[src/ldc_pkg.sv]
package ldc_pkg;

	localparam int PWM_STEPS = 51;

	localparam logic [1:0] OP_TICK   = 2'd0;
	localparam logic [1:0] OP_SAMPLE = 2'd1;
	localparam logic [1:0] OP_BYTE   = 2'd2;
	localparam logic [1:0] OP_IDLE   = 2'd3;

	localparam logic [7:0] CMD_VOLT       = 8'h76;
	localparam logic [7:0] CMD_DUTY_Q     = 8'h64;
	localparam logic [7:0] CMD_RES_Q      = 8'h72;
	localparam logic [7:0] CMD_UP         = 8'h77;
	localparam logic [7:0] CMD_DOWN       = 8'h6D;
	localparam logic [7:0] CMD_SET_TARGET = 8'd129;
	localparam logic [7:0] CMD_SET_DUTY   = 8'd130;
	localparam logic [7:0] CMD_CLEAR_OVR  = 8'd131;
	localparam logic [7:0] CHAR_CR        = 8'h0D;
	localparam logic [7:0] CHAR_ZERO      = 8'h30;

	localparam logic [1:0] MODE_FREE = 2'd0;
	localparam logic [1:0] MODE_DUTY = 2'd1;
	localparam logic [1:0] MODE_TGT1 = 2'd2;
	localparam logic [1:0] MODE_TGT2 = 2'd3;

	typedef struct packed {
		logic [1:0]  op;
		logic [15:0] sample;
		logic [7:0]  rx_byte;
	} in_beat_t;

	typedef struct packed {
		logic       lamp_on;
		logic       tx_valid;
		logic [7:0] tx_byte;
		logic       last;
	} out_beat_t;

endpackage

[src/led_dimmer_uart_command_controller_top.sv]
// LED dimmer with a serial command port.
// Input channel (in_valid/in_stall/in_data) carries one beat per event: a PWM
// tick, a sensor sample or a received serial byte. Output channel
// (out_valid/out_stall/out_data) returns one to six beats per input; the
// final one carries last. Beats without a reply byte have tx_valid low.
// One input is handled at a time; in_stall is high from acceptance until the
// last reply beat is loaded into the output register.
// A tick, a volt query and other byte commands go straight to emitting.
// A sample below 27200 runs a bit-serial restoring divider of 31 quotient
// steps and then a saturation step; a sample of 27200 or more saturates the
// resistance directly. Duty and resistance queries convert to decimal one
// bit per cycle by a 15-step double-dabble and a digit-load step, then send
// one beat per cycle while the output is not stalled.
// Without stalls, a sample through the divider holds the block longest.
// Reset clears the control state and settings and empties the output
// register; the datapath registers and out_data are not reset. A stalled
// output beat holds its value and the block waits.
module led_dimmer_uart_command_controller_top
	import ldc_pkg::*;
(
	input  logic      clk,
	input  logic      arst_n,
	input  logic      in_valid,
	output logic      in_stall,
	input  in_beat_t  in_data,
	output logic      out_valid,
	input  logic      out_stall,
	output out_beat_t out_data
);

	typedef enum logic [2:0] {
		S_IDLE, S_DIV, S_BCD, S_EMIT, S_DONE
	} state_t;

	state_t      state_q;
	logic [5:0]  pwm_q, duty_q;
	logic [15:0] volt_q, tgt_q;
	logic [14:0] res_q;
	logic [1:0]  mode_q;
	logic [7:0]  thigh_q;
	logic        tset_q, ovr_q, lamp_q;

	// divider: remainder, dividend/quotient shift register
	logic [15:0] rem_q, den_q;
	logic [30:0] quo_q;
	logic [4:0]  cnt_q;

	// double dabble: 5 BCD digits and binary shift
	logic [19:0] bcd_q;
	logic [14:0] bin_q;

	// reply queue of up to 6 beats
	logic [7:0]  txb_q [6];
	logic [2:0]  ntx_q, idx_q;

	logic [16:0] rem_sh;
	logic [16:0] rem_sub;
	logic [19:0] bcd_adj;
	logic [2:0]  ndig;
	logic        emit_go;

	assign rem_sh  = {rem_q, quo_q[30]};
	assign rem_sub = rem_sh - {1'b0, den_q};

	always_comb begin
		for (int i = 0; i < 5; i++) begin
			bcd_adj[i*4 +: 4] = (bcd_q[i*4 +: 4] >= 4'd5) ?
				bcd_q[i*4 +: 4] + 4'd3 : bcd_q[i*4 +: 4];
		end
	end

	always_comb begin
		if (bcd_q[19:16] != 4'd0) ndig = 3'd5;
		else if (bcd_q[15:12] != 4'd0) ndig = 3'd4;
		else if (bcd_q[11:8] != 4'd0) ndig = 3'd3;
		else if (bcd_q[7:4] != 4'd0) ndig = 3'd2;
		else ndig = 3'd1;
	end

	assign in_stall = (state_q != S_IDLE);
	assign emit_go  = !out_valid || !out_stall;

	always_ff @(posedge clk or negedge arst_n) begin
		if (!arst_n) begin
			state_q   <= S_IDLE;
			pwm_q     <= '0;
			duty_q    <= '0;
			volt_q    <= '0;
			tgt_q     <= '0;
			res_q     <= '0;
			mode_q    <= MODE_FREE;
			thigh_q   <= '0;
			tset_q    <= 1'b0;
			ovr_q     <= 1'b0;
			lamp_q    <= 1'b0;
			out_valid <= 1'b0;
			ntx_q     <= '0;
			idx_q     <= '0;
			cnt_q     <= '0;
		end else begin
			// drop a taken beat unless the emit state reloads the register
			if (out_valid && !out_stall && state_q != S_EMIT) out_valid <= 1'b0;
			unique case (state_q)
				S_IDLE: begin
					if (in_valid) begin
						ntx_q   <= '0;
						idx_q   <= '0;
						state_q <= S_EMIT;
						case (in_data.op)
							OP_TICK: begin
								if (pwm_q >= 6'(PWM_STEPS)) begin
									pwm_q  <= 6'd1;
									lamp_q <= (duty_q >= 6'd1);
								end else begin
									pwm_q  <= pwm_q + 6'd1;
									lamp_q <= (pwm_q + 6'd1) <= duty_q;
								end
							end
							OP_SAMPLE: begin
								// load divider: 20000*s over 27200-s
								logic [15:0] s;
								s = in_data.sample[15] ? 16'd0 : in_data.sample;
								volt_q <= s;
								if (tset_q && !ovr_q) begin
									if (s < tgt_q && duty_q < 6'(PWM_STEPS))
										duty_q <= duty_q + 6'd1;
									else if (s > tgt_q && duty_q != 6'd0)
										duty_q <= duty_q - 6'd1;
								end
								if (s >= 16'd27200) begin
									res_q <= 15'h7FFF;
								end else begin
									quo_q   <= 31'(s) * 31'd20000;
									den_q   <= 16'd27200 - s;
									rem_q   <= '0;
									cnt_q   <= '0;
									state_q <= S_DIV;
								end
							end
							OP_BYTE: begin
								unique case (mode_q)
									MODE_DUTY: begin
										duty_q <= (in_data.rx_byte > 8'(PWM_STEPS)) ?
											6'(PWM_STEPS) : in_data.rx_byte[5:0];
										ovr_q  <= 1'b1;
										mode_q <= MODE_FREE;
									end
									MODE_TGT1: begin
										thigh_q <= in_data.rx_byte;
										mode_q  <= MODE_TGT2;
									end
									MODE_TGT2: begin
										tgt_q  <= {thigh_q, in_data.rx_byte};
										tset_q <= 1'b1;
										mode_q <= MODE_FREE;
									end
									default: begin
										case (in_data.rx_byte)
											CMD_VOLT: begin
												txb_q[0] <= volt_q[15:8];
												txb_q[1] <= volt_q[7:0];
												txb_q[2] <= CHAR_CR;
												ntx_q    <= 3'd3;
											end
											CMD_DUTY_Q: begin
												bcd_q   <= '0;
												bin_q   <= {9'd0, duty_q};
												cnt_q   <= '0;
												state_q <= S_BCD;
											end
											CMD_RES_Q: begin
												bcd_q   <= '0;
												bin_q   <= res_q;
												cnt_q   <= '0;
												state_q <= S_BCD;
											end
											CMD_SET_TARGET: mode_q <= MODE_TGT1;
											CMD_SET_DUTY:   mode_q <= MODE_DUTY;
											CMD_CLEAR_OVR:  ovr_q  <= 1'b0;
											CMD_DOWN: begin
												if (duty_q != 6'd0) begin
													duty_q <= duty_q - 6'd1;
													ovr_q  <= 1'b1;
												end
											end
											CMD_UP: begin
												if (duty_q < 6'(PWM_STEPS)) begin
													duty_q <= duty_q + 6'd1;
													ovr_q  <= 1'b1;
												end
											end
											default: ;
										endcase
									end
								endcase
							end
							default: ;
						endcase
					end
				end
				S_DIV: begin
					// one restoring quotient bit per cycle
					if (!rem_sub[16]) begin
						rem_q <= rem_sub[15:0];
						quo_q <= {quo_q[29:0], 1'b1};
					end else begin
						rem_q <= rem_sh[15:0];
						quo_q <= {quo_q[29:0], 1'b0};
					end
					cnt_q <= cnt_q + 5'd1;
					if (cnt_q == 5'd30) state_q <= S_DONE;
				end
				S_DONE: begin
					// saturate quotient into resistance
					res_q   <= (quo_q[30:15] != 16'd0) ? 15'h7FFF : quo_q[14:0];
					state_q <= S_EMIT;
				end
				S_BCD: begin
					// shift one binary bit into the BCD digits, then load the digit beats
					bcd_q <= {bcd_adj[18:0], bin_q[14]};
					bin_q <= {bin_q[13:0], 1'b0};
					cnt_q <= cnt_q + 5'd1;
					if (cnt_q == 5'd14) begin
						cnt_q   <= 5'd31;
						state_q <= S_BCD;
					end
					if (cnt_q == 5'd31) begin
						bcd_q <= bcd_q;
						bin_q <= bin_q;
						for (int i = 0; i < 5; i++) begin
							if (3'(i) < ndig)
								txb_q[3'(i)] <= CHAR_ZERO + {4'd0,
									bcd_q[(32'(ndig) - 1 - i) * 4 +: 4]};
						end
						txb_q[ndig] <= CHAR_CR;
						ntx_q       <= ndig + 3'd1;
						state_q     <= S_EMIT;
					end
				end
				S_EMIT: begin
					// send queued beats, or one idle beat
					if (emit_go) begin
						out_valid        <= 1'b1;
						out_data.lamp_on <= lamp_q;
						if (ntx_q == 3'd0) begin
							out_data.tx_valid <= 1'b0;
							out_data.tx_byte  <= '0;
							out_data.last     <= 1'b1;
							state_q           <= S_IDLE;
						end else begin
							out_data.tx_valid <= 1'b1;
							out_data.tx_byte  <= txb_q[idx_q];
							out_data.last     <= (idx_q + 3'd1 == ntx_q);
							idx_q             <= idx_q + 3'd1;
							if (idx_q + 3'd1 == ntx_q) state_q <= S_IDLE;
						end
					end
				end
				default: state_q <= S_IDLE;
			endcase
		end
	end

endmodule
[config.mk]
export PLATFORM = sky130hd
export DESIGN_NAME = led_dimmer_uart_command_controller_top
export DESIGN_NICKNAME = d
export VERILOG_FILES = /design/src/ldc_pkg.sv /design/src/led_dimmer_uart_command_controller_top.sv
export SDC_FILE = /design/constraint.sdc
export NUM_CORES = 1
export LEC_CHECK = 0
export BUFFER_PORTS_ARGS = -buffer_cell sky130_fd_sc_hd__buf_2
export CAP_MARGIN = 30
export CORE_UTILIZATION = 45
export CTS_BUF_LIST = sky130_fd_sc_hd__clkbuf_16
export DETAILED_ROUTE_END_ITERATION = 10
export PLACE_DENSITY_LB_ADDON = 0.3
export SLEW_MARGIN = 20
export SYNTH_ARGS = -nofsm -noshare
export SYNTH_HDL_FRONTEND = slang
export SYNTH_SLANG_ARGS = --single-unit
[constraint.sdc]
create_clock -name clk -period 3.25 [get_ports clk]
set_clock_uncertainty 0.15 [all_clocks]
set_input_delay 0.65 -clock clk [delete_from_list [all_inputs] [get_ports clk]]
set_output_delay 0.65 -clock clk [all_outputs]
set_load 0.01 [all_outputs]
==> metrics.txt <==
Num CTS Buffers=27; vias in the first global route=12200; die height=188 um; top cells by area, synth=edfxtp_1 (21%), dfrtp_1 (14%), ha_1 (12%), nand2_1 (4.5%), dfxtp_1 (3.9%); crit end category=flop; endpoints failing setup=17; first-pass GRT wire length=64600 um; Avg Inst Size Synth=9.60 um^2; number of top-level pins=43; most used routing layer=met2; Crit path required time=3.36 ns; Std-Cell Rows=67; initial antenna violation count=1; Peak Freq=222 MHz; Avg WL per Cell=17.5 um; fin cells=2279; area delta synth->final=22.6%; Rel. slew slack=46.5%; Cells after DPL=2211; met3 Usage GRT=2.38%; worst ir drop on vdd=0.423 mV; CTS clk-pin slew, worst paths=0.05 ns; count of flip-flops with a built-in enable after synthesis=109; MaxCap Viol Count=0; CTS Buffer Depth=3; Sink Count=225; Synth top cells by count=nand2_1 (186), ha_1 (148), inv_1 (143); Hold Crit Depth=3; Setup WS post-layout=-1.26 ns; CTS tree=yes; cell with the most instances after synthesis=nand2_1; Iteration-0 DRC Markers=944; crit-path max FO=3; DP HPWL=30000 um; Slew @ Worst Pin=0.800 ns; vias per inst=5.56; status=finished with violations; Setup CP Type=in -> reg; final core occ=56.4%; failing checks=setup timing; largest net degree at the start of global routing=41; port buffer count=42; ANT nets after route=0; yosys warns=0; Final Hold Fails=0; # DRC=0; period utilization=139%; CTS H-tree depth=1; worst r2r path cells=12; WHS Endpoint=out_valid; met1 usage=32.6%; pwr/cell area=648 mW/mm^2; layout cells sized above 1=23.7%; Design Area, Final=0.0191 mm^2; post-route minimum period=4.51 ns; Pleak=8.52 nW; GRT met2 Usage=36.3%; #FFs+latches synth=225; via count=12700; R2R Setup Slk=0.14 ns; ys flop type=edfxtp_1; final WL=39900 um; Final GP Congestion=0.893; Tot Pwr=12.3 mW; r2r endpoint=txb_q[2][1]; register area share after synthesis=38.8%; die width=188 um; grt ovf=0; starting density of the core=46.0%; Syn Inst Count=1620; CP Launch Type=input port; Total GRT Usage=22.6%; clock root buffer=clkbuf_16; Slew Viols, Final=0; reg-to-reg startpoint=bcd_q[8]; Critical Path AT=4.62 ns; Synth area leader=edfxtp_1; core area=0.0338 mm^2; fin nets=2014; Worst-Skew Late Latency=0.53 ns; syn nets=1824; hold_sp=out_stall; Synth Cell Area=0.0155 mm^2; dpl cell area=0.0176 mm^2; synth unique cells=91; RSZ-0062 raised after global routing=yes; Async S/R FF share, synth=38.2%; die area=0.0353 mm^2; setup TNS=-15.56 ns; first drt pass iteration count=5; Hold Path Class=in -> reg; post-synth top area share=21.1%
how the worst max path moves through the flow:
stage	from	end	slack, ns	depth (start not counted)
3_3_place_gp	in_data[23]	quo_q[29]	-1.86	19
2_1_floorplan	in_data[23]	quo_q[22]	-1.76	22
6_report	in_data[12]	quo_q[28]	-1.26	23
4_1_cts	in_data[12]	quo_q[22]	-1.28	21
3_5_place_dp	in_data[23]	quo_q[22]	-1.94	21
5_1_grt	in_data[12]	quo_q[28]	-1.39	23
cell usage in the layout (no fill, tap or decap), types with 15 or more instances in the layout:
cell type / Yosys / final
nand2_1: 186 / 185
buf_4: 1 / 169
inv_1: 143 / 127
ha_1: 148 / 119
edfxtp_1: 109 / 109
o21ai_0: 99 / 91
nor2_1: 94 / 87
dfrtp_1: 86 / 86
a21oi_1: 88 / 80
nand3_1: 44 / 42
xnor2_1: 46 / 41
buf_2: 10 / 38
mux2i_1: 37 / 37
nor3_1: 36 / 35
dfxtp_1: 30 / 30
clkbuf_16: 0 / 27
mux2_2: 27 / 26
ha_4: 0 / 26
a21o_1: 24 / 24
fa_1: 26 / 24
xor2_1: 22 / 22
and3_1: 22 / 21
nand4_1: 20 / 20
inv_2: 2 / 19
o21a_1: 19 / 18
o22a_1: 16 / 16
nand2b_1: 21 / 15
report_power, final:
group | switching [mW] | total, mW | internal (mW)
Combinational | 2.86 | 5.20 | 2.34
Clock | 1.23 | 2.82 | 1.59
Sequential | 0.500 | 4.32 | 3.82
Total | 4.59 | 12.3 | 7.76
cell type report:
class / count / area, um^2
Antenna cell: 1 / 2.50
Clock buffer: 27 / 676
Clock inverter: 22 / 143
Fill cell: 2910 / 14700
Inverter: 145 / 547
Multi-Input combinational cell: 1183 / 9330
Sequential cell: 225 / 6030
Tap cell: 448 / 561
Timing Repair Buffer: 228 / 1770
worst max-delay path: stages:
cell      delay [ns]
buf_8           0.11
buf_6           0.11
xnor2_2         0.15
nor2_1          0.07
ha_1            0.28
ha_2            0.17
inv_2           0.04
fa_1            0.54
inv_1           0.04
ha_1            0.26
inv_1           0.04
fa_1            0.48
inv_2           0.04
ha_4            0.20
and2_4          0.14
a32oi_4         0.24
a211oi_2        0.12
o31ai_2         0.33
buf_4           0.17
nand2_1         0.04
a31oi_1         0.16
xor2_1          0.16
o21ai_1         0.07
layer usage:
metal,share of wire [%],wire length [um]
met4,2.0,808
met2,46,18400
met3,4.2,1690
met5,0,0
met1,48,19000
cell families after synthesis:
| family | share of synthesized area, % |
|---|---|
| adders and majority gates | 15.3 |
| muxes | 5.30 |
| DFF | 38.8 |
| and+or+nand+nor | 15.6 |
| AOI/OAI and AO/OA | 15.6 |
| xor gates and xnor gates | 3.83 |
| buffers and inverters | 5.64 |
flip-flops by register name, summed over array words and instances, names as in the netlist:
signal and flops:
out_valid 1, ovr_q 1, out_data 11, state_q 3
thigh_q 8, tgt_q 16, cnt_q 5, mode_q 2
lamp_q 1, ntx_q 3, volt_q 15, pwm_q 6
den_q 16, txb_q 30, idx_q 3, quo_q 31
bin_q 15, duty_q 6, tset_q 1, bcd_q 20
res_q 15, rem_q 16
metrics by stage:
step	worst slack [ns]	hold WS, ns
6_report	-1.26	0.252
5_1_grt	-1.39	0.258
4_1_cts	-1.28	0.237
3_5_place_dp	-1.94	0.282
3_3_place_gp	-1.86	0.272
2_1_floorplan	-1.76	0.204
timing repair:
item	CTS	global route
buffers inserted	5	12
pin swaps	38	60
hold endpoints to repair	8	0
hold buffers	1	0
gates resized for setup	50	50
endpoints found under the setup margin	23	41
No activity file was read; power rests on OpenSTA's default activity.
